### config.mk
export PLATFORM = sky130hd
export DESIGN_NAME = char_lcd_expander_write_sequencer_top
export DESIGN_NICKNAME = d
export VERILOG_FILES = /design/src/hw/rtl/lcdw_pkg.sv /design/src/hw/rtl/lcdw_front.sv /design/src/hw/rtl/lcdw_queue.sv /design/src/hw/rtl/lcdw_back.sv /design/src/hw/rtl/char_lcd_expander_write_sequencer_top.sv
export VERILOG_INCLUDE_DIRS = /design/src /design/src/hw/rtl
export SDC_FILE = /design/constraint.sdc
export NUM_CORES = 1
export LEC_CHECK = 0
export ABC_CLOCK_PERIOD_IN_PS = 5700
export BUFFER_PORTS_ARGS = -buffer_cell sky130_fd_sc_hd__buf_4
export CAP_MARGIN = 10
export CORE_MARGIN = 1
export CORE_UTILIZATION = 37
export CTS_CLUSTER_DIAMETER = 150
export DETAILED_ROUTE_END_ITERATION = 6
export GPL_TIMING_DRIVEN = 0
export SYNTH_ARGS = -nofsm -noshare
export SYNTH_HDL_FRONTEND = slang
export SYNTH_SLANG_ARGS = --single-unit
### constraint.sdc
create_clock -name i_clk -period 5.7 [get_ports i_clk]
set_input_delay 1.14 -clock i_clk [delete_from_list [all_inputs] [get_ports i_clk]]
set_output_delay 1.14 -clock i_clk [all_outputs]
set_load 0.005 [all_outputs]
### src/hw/rtl/char_lcd_expander_write_sequencer_top_macros.svh
// Assertion macros shared by the character LCD write sequencer RTL.
`ifndef CHAR_LCD_EXPANDER_WRITE_SEQUENCER_TOP_MACROS_SVH
`define CHAR_LCD_EXPANDER_WRITE_SEQUENCER_TOP_MACROS_SVH
`ifndef SYNTHESIS
// Condition must hold at every clock edge out of reset.
`define LCDW_ASSERT_ALWAYS(lbl, clk, rst_n, cond, msg) \
    lbl: assert property (@(posedge clk) disable iff (!rst_n) (cond)) else $error(msg);
// Antecedent in one cycle requires the consequent in the next.
`define LCDW_ASSERT_NEXT(lbl, clk, rst_n, ante, cons, msg) \
    lbl: assert property (@(posedge clk) disable iff (!rst_n) (ante) |=> (cons)) else $error(msg);
`else
`define LCDW_ASSERT_ALWAYS(lbl, clk, rst_n, cond, msg)
`define LCDW_ASSERT_NEXT(lbl, clk, rst_n, ante, cons, msg)
`endif
`endif

### src/hw/rtl/lcdw_pkg.sv
// Types and constants for the character LCD expander write sequencer.
`default_nettype none
package lcdw_pkg;

    // Request kinds
    typedef enum logic [1:0] {
        FUNC_DATA   = 2'd0,
        FUNC_CMD    = 2'd1,
        FUNC_SETCUR = 2'd2
    } t_func;

    // Front control states
    typedef enum logic [1:0] {
        FS_IDLE,
        FS_DIV,
        FS_PUSH
    } t_front_state;

    // Configuration register indexes
    localparam logic CFG_IDX_COLUMNS = 1'b0;
    localparam logic CFG_IDX_ROWS    = 1'b1;

    localparam logic [5:0] CFG_COLUMNS_RESET = 6'd16;
    localparam logic [2:0] CFG_ROWS_RESET    = 3'd2;

    // Expander bit assignments
    localparam logic [7:0] BIT_BACKLIGHT = 8'h08;
    localparam logic [7:0] BIT_ENABLE    = 8'h04;
    localparam logic [7:0] BIT_SELECT    = 8'h01;
    localparam logic [7:0] SET_ADDR_CMD  = 8'h80;

    // Address geometry
    localparam logic [7:0] ROW_STRIDE    = 8'h40;
    localparam logic [7:0] HALF2_OFFSET  = 8'h80;
    localparam logic [5:0] COLS_16       = 6'd16;
    localparam logic [5:0] ONE_ROW_SPLIT = 6'd8;
    localparam logic [2:0] ROWS_ONE      = 3'd1;
    localparam logic [2:0] ROWS_TWO      = 3'd2;
    localparam logic [2:0] ROWS_FOUR     = 3'd4;

    localparam logic [7:0] ROW_BASE_16 [4] = '{8'h00, 8'h40, 8'h10, 8'h50};
    localparam logic [7:0] ROW_BASE_20 [4] = '{8'h00, 8'h40, 8'h14, 8'h54};

    // Waits after each expander byte, in microseconds
    localparam logic [5:0] WAIT_NONE   = 6'd0;
    localparam logic [5:0] WAIT_PULSE  = 6'd1;
    localparam logic [5:0] WAIT_SETTLE = 6'd50;

    // Output steps of one request
    localparam logic [2:0] STEP_HI_PLAIN = 3'd0;
    localparam logic [2:0] STEP_HI_EN    = 3'd1;
    localparam logic [2:0] STEP_HI_DONE  = 3'd2;
    localparam logic [2:0] STEP_LO_PLAIN = 3'd3;
    localparam logic [2:0] STEP_LO_EN    = 3'd4;
    localparam logic [2:0] STEP_LO_DONE  = 3'd5;

    // Last cycle of the remainder loop (two quotient bits per cycle)
    localparam logic [1:0] DIV_LAST = 2'd3;

    // Geometry registers
    typedef struct packed {
        logic [5:0] columns;
        logic [2:0] rows;
    } t_cfg;

    // One queued byte for the back end
    typedef struct packed {
        logic [7:0] value;
        logic       sel;
    } t_q_entry;

    // Queue status seen by front and back
    typedef struct packed {
        logic full;
        logic empty;
    } t_q_status;

endpackage
`default_nettype wire

### src/hw/rtl/lcdw_front.sv
// Front end: accepts requests, computes cursor addresses, pushes bytes to the queue.
`default_nettype none
`include "char_lcd_expander_write_sequencer_top_macros.svh"
module lcdw_front (
    input  wire logic                i_clk,
    input  wire logic                i_rst_n,
    input  wire logic                i_valid,
    output logic                     o_ready,
    input  wire lcdw_pkg::t_func     i_func,
    input  wire logic [7:0]          i_byte,
    input  wire logic [1:0]          i_row,
    input  wire logic [7:0]          i_column,
    input  wire lcdw_pkg::t_cfg      i_cfg,
    input  wire lcdw_pkg::t_q_status i_q_status,
    output logic                     o_push,
    output lcdw_pkg::t_q_entry       o_entry
);
    import lcdw_pkg::*;

    t_front_state r_state, n_state;
    logic [7:0]   r_dvd, n_dvd;
    logic [5:0]   r_rem, n_rem;
    logic [1:0]   r_cnt, n_cnt;
    logic [1:0]   r_row, n_row;
    logic [7:0]   r_col, n_col;

    logic         accept;
    logic [5:0]   rem1, rem2;
    logic [7:0]   col;
    logic [4:0]   half;
    logic [5:0]   half2;
    logic [7:0]   addr;

    // One restoring remainder step
    function automatic logic [5:0] rem_step(input logic [5:0] rem, input logic b,
                                            input logic [5:0] div);
        logic [6:0] t;
        t = {rem, b};
        if (t >= {1'b0, div}) begin
            t = t - {1'b0, div};
        end
        return t[5:0];
    endfunction

    // Same condition as valid && ready, built from state so ready never feeds back
    assign accept = i_valid && !i_q_status.full && (r_state == FS_IDLE);

    // Two remainder bits per cycle
    assign rem1 = rem_step(r_rem, r_dvd[7], i_cfg.columns);
    assign rem2 = rem_step(rem1, r_dvd[6], i_cfg.columns);

    // Address from wrapped column and geometry
    assign col   = (i_cfg.columns == 6'd0) ? r_col : {2'b00, r_rem};
    assign half  = i_cfg.columns[5:1];
    assign half2 = {half, 1'b0};

    always_comb begin
        addr = col;
        case (i_cfg.rows)
            ROWS_ONE: begin
                if (i_cfg.columns > ONE_ROW_SPLIT) begin
                    if (col >= {2'b00, half2}) begin
                        addr = col - {2'b00, half2} + HALF2_OFFSET;
                    end else if (col >= {3'b000, half}) begin
                        addr = col - {3'b000, half} + ROW_STRIDE;
                    end
                end
            end
            ROWS_TWO: begin
                addr = col + {r_row, 6'd0};
            end
            ROWS_FOUR: begin
                if (i_cfg.columns == COLS_16) begin
                    addr = col + ROW_BASE_16[r_row];
                end else begin
                    addr = col + ROW_BASE_20[r_row];
                end
            end
            default: begin
                addr = col;
            end
        endcase
    end

    // Next state and outputs
    always_comb begin
        n_state = r_state;
        n_dvd   = r_dvd;
        n_rem   = r_rem;
        n_cnt   = r_cnt;
        n_row   = r_row;
        n_col   = r_col;
        o_ready = 1'b0;
        o_push  = 1'b0;
        o_entry = '{value: i_byte, sel: 1'b0};
        case (r_state)
            FS_IDLE: begin
                o_ready = !i_q_status.full;
                if (accept) begin
                    case (i_func)
                        FUNC_DATA: begin
                            o_push  = 1'b1;
                            o_entry = '{value: i_byte, sel: 1'b1};
                        end
                        FUNC_CMD: begin
                            o_push  = 1'b1;
                            o_entry = '{value: i_byte, sel: 1'b0};
                        end
                        FUNC_SETCUR: begin
                            n_dvd   = i_column;
                            n_col   = i_column;
                            n_rem   = 6'd0;
                            n_cnt   = 2'd0;
                            n_row   = i_row;
                            n_state = FS_DIV;
                        end
                        default: begin
                            // unused code: dropped
                        end
                    endcase
                end
            end
            FS_DIV: begin
                n_rem = rem2;
                n_dvd = {r_dvd[5:0], 2'b00};
                n_cnt = r_cnt + 2'd1;
                if (r_cnt == DIV_LAST) begin
                    n_state = FS_PUSH;
                end
            end
            FS_PUSH: begin
                o_entry = '{value: SET_ADDR_CMD | addr, sel: 1'b0};
                if (!i_q_status.full) begin
                    o_push  = 1'b1;
                    n_state = FS_IDLE;
                end
            end
            default: begin
                n_state = FS_IDLE;
            end
        endcase
    end

    // State register
    always_ff @(posedge i_clk) begin
        if (!i_rst_n) begin
            r_state <= FS_IDLE;
        end else begin
            r_state <= n_state;
        end
    end

    // Working registers
    always_ff @(posedge i_clk) begin
        r_dvd <= n_dvd;
        r_rem <= n_rem;
        r_cnt <= n_cnt;
        r_row <= n_row;
        r_col <= n_col;
    end

    `LCDW_ASSERT_NEXT(a_setcur_divides, i_clk, i_rst_n,
        accept && (i_func == FUNC_SETCUR), r_state == FS_DIV,
        "set cursor did not start remainder")
    `LCDW_ASSERT_ALWAYS(a_push_room, i_clk, i_rst_n,
        !(o_push && i_q_status.full), "front pushed into full queue")

endmodule
`default_nettype wire

### src/hw/rtl/lcdw_queue.sv
// Small FIFO of command/data bytes between front and back ends.
`default_nettype none
`include "char_lcd_expander_write_sequencer_top_macros.svh"
module lcdw_queue #(
    parameter int DEPTH = 2
) (
    input  wire logic                i_clk,
    input  wire logic                i_rst_n,
    input  wire logic                i_push,
    input  wire lcdw_pkg::t_q_entry  i_entry,
    input  wire logic                i_pop,
    output lcdw_pkg::t_q_entry       o_entry,
    output lcdw_pkg::t_q_status      o_status
);
    import lcdw_pkg::*;

    localparam int PTR_W = (DEPTH > 1) ? $clog2(DEPTH) : 1;
    localparam int CNT_W = $clog2(DEPTH + 1);

    t_q_entry         r_mem [DEPTH];
    logic [PTR_W-1:0] r_wptr, r_rptr;
    logic [CNT_W-1:0] r_count;

    assign o_entry         = r_mem[r_rptr];
    assign o_status.full   = (r_count == CNT_W'(DEPTH));
    assign o_status.empty  = (r_count == '0);

    function automatic logic [PTR_W-1:0] ptr_inc(input logic [PTR_W-1:0] p);
        return (p == PTR_W'(DEPTH - 1)) ? '0 : p + PTR_W'(1);
    endfunction

    // Pointers and fill count
    always_ff @(posedge i_clk) begin
        if (!i_rst_n) begin
            r_wptr  <= '0;
            r_rptr  <= '0;
            r_count <= '0;
        end else begin
            if (i_push) begin
                r_wptr <= ptr_inc(r_wptr);
            end
            if (i_pop) begin
                r_rptr <= ptr_inc(r_rptr);
            end
            if (i_push && !i_pop) begin
                r_count <= r_count + CNT_W'(1);
            end else if (i_pop && !i_push) begin
                r_count <= r_count - CNT_W'(1);
            end
        end
    end

    // Storage
    always_ff @(posedge i_clk) begin
        if (i_push) begin
            r_mem[r_wptr] <= i_entry;
        end
    end

    `LCDW_ASSERT_ALWAYS(a_no_underflow, i_clk, i_rst_n, !(i_pop && o_status.empty), "pop from empty queue")
    `LCDW_ASSERT_ALWAYS(a_count_bound, i_clk, i_rst_n, r_count <= CNT_W'(DEPTH), "queue count past depth")

endmodule
`default_nettype wire

### src/hw/rtl/lcdw_back.sv
// Back end: turns each queued byte into six expander bytes with waits.
`default_nettype none
`include "char_lcd_expander_write_sequencer_top_macros.svh"
module lcdw_back (
    input  wire logic                i_clk,
    input  wire logic                i_rst_n,
    input  wire lcdw_pkg::t_q_status i_q_status,
    input  wire lcdw_pkg::t_q_entry  i_q_entry,
    output logic                     o_pop,
    output logic                     o_valid,
    input  wire logic                i_ready,
    output logic [7:0]               o_byte,
    output logic [5:0]               o_wait,
    output logic                     o_last
);
    import lcdw_pkg::*;

    logic       r_active;
    logic [2:0] r_step;
    t_q_entry   r_entry;

    logic       done_last;
    logic [7:0] base;
    logic [3:0] nibble;

    assign done_last = r_active && i_ready && (r_step == STEP_LO_DONE);
    assign o_pop     = !i_q_status.empty && (!r_active || done_last);
    assign o_valid   = r_active;
    assign o_last    = (r_step == STEP_LO_DONE);

    // Step sequencer
    always_ff @(posedge i_clk) begin
        if (!i_rst_n) begin
            r_active <= 1'b0;
            r_step   <= STEP_HI_PLAIN;
        end else if (o_pop) begin
            r_active <= 1'b1;
            r_step   <= STEP_HI_PLAIN;
        end else if (r_active && i_ready) begin
            if (r_step == STEP_LO_DONE) begin
                r_active <= 1'b0;
            end else begin
                r_step <= r_step + 3'd1;
            end
        end
    end

    always_ff @(posedge i_clk) begin
        if (o_pop) begin
            r_entry <= i_q_entry;
        end
    end

    // Expander byte for the current step
    assign nibble = (r_step < STEP_LO_PLAIN) ? r_entry.value[7:4] : r_entry.value[3:0];
    assign base   = {nibble, 4'h0} | BIT_BACKLIGHT | (r_entry.sel ? BIT_SELECT : 8'h00);

    always_comb begin
        o_byte = base;
        o_wait = WAIT_NONE;
        case (r_step)
            STEP_HI_PLAIN, STEP_LO_PLAIN: begin
                o_byte = base;
                o_wait = WAIT_NONE;
            end
            STEP_HI_EN, STEP_LO_EN: begin
                o_byte = base | BIT_ENABLE;
                o_wait = WAIT_PULSE;
            end
            STEP_HI_DONE, STEP_LO_DONE: begin
                o_byte = base & ~BIT_ENABLE;
                o_wait = WAIT_SETTLE;
            end
            default: begin
                o_byte = base;
                o_wait = WAIT_NONE;
            end
        endcase
    end

    `LCDW_ASSERT_NEXT(a_stall_holds, i_clk, i_rst_n, r_active && !i_ready, $stable(r_step) && $stable(r_entry) && r_active, "stalled output changed")
    `LCDW_ASSERT_NEXT(a_reload, i_clk, i_rst_n, done_last && !i_q_status.empty, r_active && (r_step == STEP_HI_PLAIN), "next request not started after last byte")

endmodule
`default_nettype wire

### src/hw/rtl/char_lcd_expander_write_sequencer_top.sv
// Top level of the character LCD expander write sequencer.
//
//  Channel | Dir | Handshake                   | Payload
//  --------+-----+-----------------------------+----------------------------------------
//  s_axis  | in  | s_axis_tvalid/s_axis_tready | tuser func; tdata byte, row, column
//  m_axis  | out | m_axis_tvalid/m_axis_tready | tdata expander byte, wait; tlast
//  cfg     | in  | i_cfg_we                    | i_cfg_index, i_cfg_wdata
//
// Data and command requests are queued in the same cycle that they are accepted. A set-cursor
// request holds the front through accept, the remainder loop (two bits at a time for column
// mod column_count) and the address/queue step, which waits while the queue is full.
// The back end sends six transfers per request, one per cycle while m_axis is not stalled.
// Synchronous active-low reset empties the queue and sets 16 columns, 2 rows.
// A stalled m_axis holds its byte; the front keeps accepting until the queue is full.
`default_nettype none
module char_lcd_expander_write_sequencer_top #(
    parameter int QUEUE_DEPTH = 2
) (
    input  wire logic        i_clk,
    input  wire logic        i_rst_n,
    // request stream
    input  wire logic        s_axis_tvalid,
    output logic             s_axis_tready,
    input  wire logic [23:0] s_axis_tdata,   // [7:0] byte_value, [9:8] row, [17:10] column
    input  wire logic [1:0]  s_axis_tuser,   // [1:0] func
    // expander byte stream
    output logic             m_axis_tvalid,
    input  wire logic        m_axis_tready,
    output logic [15:0]      m_axis_tdata,   // [7:0] expander_byte, [13:8] wait_us
    output logic             m_axis_tlast,   // last
    // configuration writes
    input  wire logic        i_cfg_we,
    input  wire logic        i_cfg_index,
    input  wire logic [5:0]  i_cfg_wdata
);
    import lcdw_pkg::*;

    t_cfg      r_cfg;
    t_q_status q_status;
    t_q_entry  push_entry, head_entry;
    logic      push, pop;
    logic [7:0] out_byte;
    logic [5:0] out_wait;

    // Geometry registers
    always_ff @(posedge i_clk) begin
        if (!i_rst_n) begin
            r_cfg.columns <= CFG_COLUMNS_RESET;
            r_cfg.rows    <= CFG_ROWS_RESET;
        end else if (i_cfg_we) begin
            case (i_cfg_index)
                CFG_IDX_COLUMNS: r_cfg.columns <= i_cfg_wdata;
                CFG_IDX_ROWS:    r_cfg.rows    <= i_cfg_wdata[2:0];
                default: begin
                end
            endcase
        end
    end

    lcdw_front u_front (
        .i_clk      (i_clk),
        .i_rst_n    (i_rst_n),
        .i_valid    (s_axis_tvalid),
        .o_ready    (s_axis_tready),
        .i_func     (t_func'(s_axis_tuser)),
        .i_byte     (s_axis_tdata[7:0]),
        .i_row      (s_axis_tdata[9:8]),
        .i_column   (s_axis_tdata[17:10]),
        .i_cfg      (r_cfg),
        .i_q_status (q_status),
        .o_push     (push),
        .o_entry    (push_entry)
    );

    lcdw_queue #(
        .DEPTH (QUEUE_DEPTH)
    ) u_queue (
        .i_clk    (i_clk),
        .i_rst_n  (i_rst_n),
        .i_push   (push),
        .i_entry  (push_entry),
        .i_pop    (pop),
        .o_entry  (head_entry),
        .o_status (q_status)
    );

    lcdw_back u_back (
        .i_clk      (i_clk),
        .i_rst_n    (i_rst_n),
        .i_q_status (q_status),
        .i_q_entry  (head_entry),
        .o_pop      (pop),
        .o_valid    (m_axis_tvalid),
        .i_ready    (m_axis_tready),
        .o_byte     (out_byte),
        .o_wait     (out_wait),
        .o_last     (m_axis_tlast)
    );

    assign m_axis_tdata = {2'b00, out_wait, out_byte};

endmodule
`default_nettype wire

==> results.cfg <==
[status]
outcome = complete, no violations

[logic_synthesis]
yosysWarnings = 0
ys_async_sr_fraction_pct = 0
syn_area_um2 = 4700
synth_seq_area_share_pct = 41.9
synth_area_leaders = edfxtp_1 (34%), ha_1 (10%), dfxtp_1 (8.1%)
ys_seq_elements = 72
avgSynthCellArea_um2 = 10.4
synth_top_area_share_pct = 33.8
synth_cell_type_count = 63
synth_edf_count = 53
synth-main-ff-cell = edfxtp_1
yosysTopAreaCell = edfxtp_1
netlist_instances = 453

[cells_and_area]
stdcell_count = 687
final_nets = 595
n_antenna_cell = 0
design_area_um2 = 5590
synthToLayoutAreaGrowth_pct = 18.8
drive_above_1_share_pct = 22.2

[sta]
clock_skew_ps = 7.28
rsz0062_at_grt = no
finalSetupViolCount = 0
hold_violations = 0
min_period_ps = 4910
maxSlewViolCount = 0
slew_headroom_pct = 36.7
tns_ps = 0
post-route-period-util_pct = 86.1
worst_pin_slew_ps = 946
setup_ws_ps = 795
max_freq_mhz = 204

[clock_tree]
htreeDepth = 3
clkLatencyLatePin_ps = 330
cts_buffers = 9
cts_buffer_depth = 2
postCtsSetupBuffers = 0
ctsResizeCount = 0
clkSinkCount = 72
cts.clk_slew.worst_paths_ps = 60
cts_tree = done
root_buffer = clkbuf_16
hold_buffers = 0

[global_routing]
grt_pass1_wl_mm = 17.5
grt_start_max_net_pins = 14
antenna_found_initial = 0
grt_pass1_vias = 3561
overflow = 0
grt.total_usage_pct = 17.2

[critical_path]
cp_data_required_time_ps = 5760
critPathMaxFanout = 9
criticalPathCategory = reg -> reg
endpoint_kind = flop
worstSetupStartpointType = flop
ff2ff_path_depth = 17
cp.arrival_ps = 4970

[worst_hold_path]
worstHoldPathType = reg -> reg
whs_path_depth = 2

[placement]
dpl.cell_count = 671
gp_congestion = 0.800
place_hpwl_mm = 8.16
portBuffers = 44
dpl_cell_area_um2 = 5290
preCtsSetupSlack_ps = 804

[power_and_ir_drop]
swShare_pct = 29.9
p_per_area_nw_per_um2 = 321
p_switching_w = 0.000537
internal_power_w = 0.00126
clkPwrFrac_pct = 30.7
seqPwrFrac_pct = 38.1
peakVddDrop_mv = 0.186
combPwrFrac_pct = 31.2
power_leakage_nw = 2.21

[route]
wire_per_inst_um = 15.1
routed_via_density = 4.97
drtAntennaViolNets = 0
drt_first_pass_iters = 4
drt_wl_total_mm = 10.4
route.vias.total = 3417
dr.first_iter.drc_count = 119
drc_errors = 0

[die]
io_pins = 57
dieArea_um2 = 13200
rows = 40
die_x_um = 115
core_um2 = 12200
start_util_pct = 38.5
die_y_um = 115

[flow_run]
maxCapViolations = 0
==> per-stage QoR <==
step | hold WS (ps) | power, W | utilization [%]
floorplan | 460 | 0.00109 | -
global placement | 486 | 0.00124 | 43.1
detailed placement | 500 | 0.00125 | 43.3
CTS | 509 | 0.00181 | 45.7
global route | 549 | 0.00191 | 45.7
finish | 510 | 0.00180 | 45.7
==> final cells by class <==
type                    count  area (um2)
multi-input cells         347        2570
plain buffers              15         101
inverters                  23        86.3
repair buffers             46         353
flip-flops and latches     72        1970
clock buffers               9         225
fillers                  1223        6630
well taps                 168         210
clock inverters             7        71.3
==> flip-flops by register name, indices dropped and copies added, names as in the netlist <==
| signal | cells |
|---|---|
| u_back.r_step | 3 |
| u_front.r_rem | 6 |
| u_front.r_row | 2 |
| u_back.r_entry | 9 |
| u_queue.r_mem | 18 |
| u_back.o_valid | 1 |
| u_front.r_dvd | 8 |
| u_queue.r_count | 2 |
| r_cfg | 9 |
| u_front.r_col | 8 |
| u_front.r_cnt | 2 |
| u_queue.r_rptr | 1 |
| u_front.r_state | 2 |
| u_queue.r_wptr | 1 |
==> synthesized netlist by cell type (2+ instances only) <==
cell type and count:
mux2i_1 5, xnor2_1 16, nand4_1 3, nand2b_1 4, mux2_2 22, xor2_1 4, nand2_1 57, a21o_1 5
o31ai_1 2, o22ai_1 3, or2_2 4, a221oi_2 2, clkbuf_1 4, o21bai_1 3, a31oi_1 2, nor2b_1 14
nand3_1 7, fa_1 5, a21boi_0 10, nor3_1 5, and3_1 6, dfxtp_1 19, edfxtp_1 53, buf_4 10
o21ai_1 7, a221oi_1 4, inv_1 22, a21oi_1 23, nor2_1 26, conb_1 2, o21a_1 7, a21boi_1 2
and2_1 9, or3_1 2, nor3b_1 2, a211oi_1 5, o21ai_0 14, ha_1 38
==> path summary, 6_finish.rpt <==
| path | start | endpoint | slack, ps |
|---|---|---|---|
| worst max register to register | r_cfg[4] | u_front.r_rem[2] | 790 |
| worst max-delay path | r_cfg[4] | u_front.r_rem[2] | 790 |
| worst min register to register | r_cfg[2] | r_cfg[2] | 510 |
| worst min-delay path | r_cfg[2] | r_cfg[2] | 510 |
==> power by group through the flow <==
stage	registers, W	clock network [W]	logic (W)
after floorplan	0.000684	0	0.000405
after CTS	0.000684	0.000565	0.000564
after detailed placement	0.000695	0	0.000558
after global routing	0.000691	0.000590	0.000633
final	0.000684	0.000552	0.000560
after global placement	0.000693	0	0.000544
==> cells in the final DEF, fill, tap and decap left out, drive strengths merged, types with 14 or more instances in the layout <==
| cell type | n |
|---|---|
| nand2 | 57 |
| buf | 57 |
| edfxtp | 53 |
| ha | 38 |
| nor2 | 26 |
| inv | 24 |
| a21oi | 23 |
| mux2 | 23 |
| o21ai | 22 |
| dfxtp | 19 |
| xnor2 | 16 |
| nor2b | 14 |
==> critical path, cell delays in order, from the launching register on <==
cell,delay [ps]
dfxtp_1,590
inv_1,230
ha_1,360
nor2b_1,150
o21bai_2,120
a21oi_1,80
a211oi_1,630
nor2_1,90
a21oi_1,290
inv_1,80
ha_1,310
nor2b_1,150
o21a_1,180
o21a_1,200
o31a_1,290
a311oi_4,560
mux2i_1,260
nor2_1,60
==> cells by family (layout without fill, tap and decap cells) <==
family                     after synthesis  after routing  synth area share [%]
and+or+nand+nor                        149            149                  16.0
DFF                                     72             72                  41.9
muxes                                   28             28                  6.57
buffers and inverters                   38            100                  3.99
other                                    2              6                 0.160
adders and majority gates               43             43                  12.2
AOI/OAI and AO/OA                      101            101                  15.4
xor gates and xnor gates                20             20                  3.73
==> layer usage <==
metal	wire length (um)	up-vias	global-route usage, %	part of all wire, %
li1	-	1740	-	-
met1	5020	1601	22.9	48
met2	4830	68	28.9	46
met3	450	8	3.32	4.3
met4	104	0	4.24	1.0
met5	0	-	0	0
Note: power is estimated with default switching activity, not from simulation.
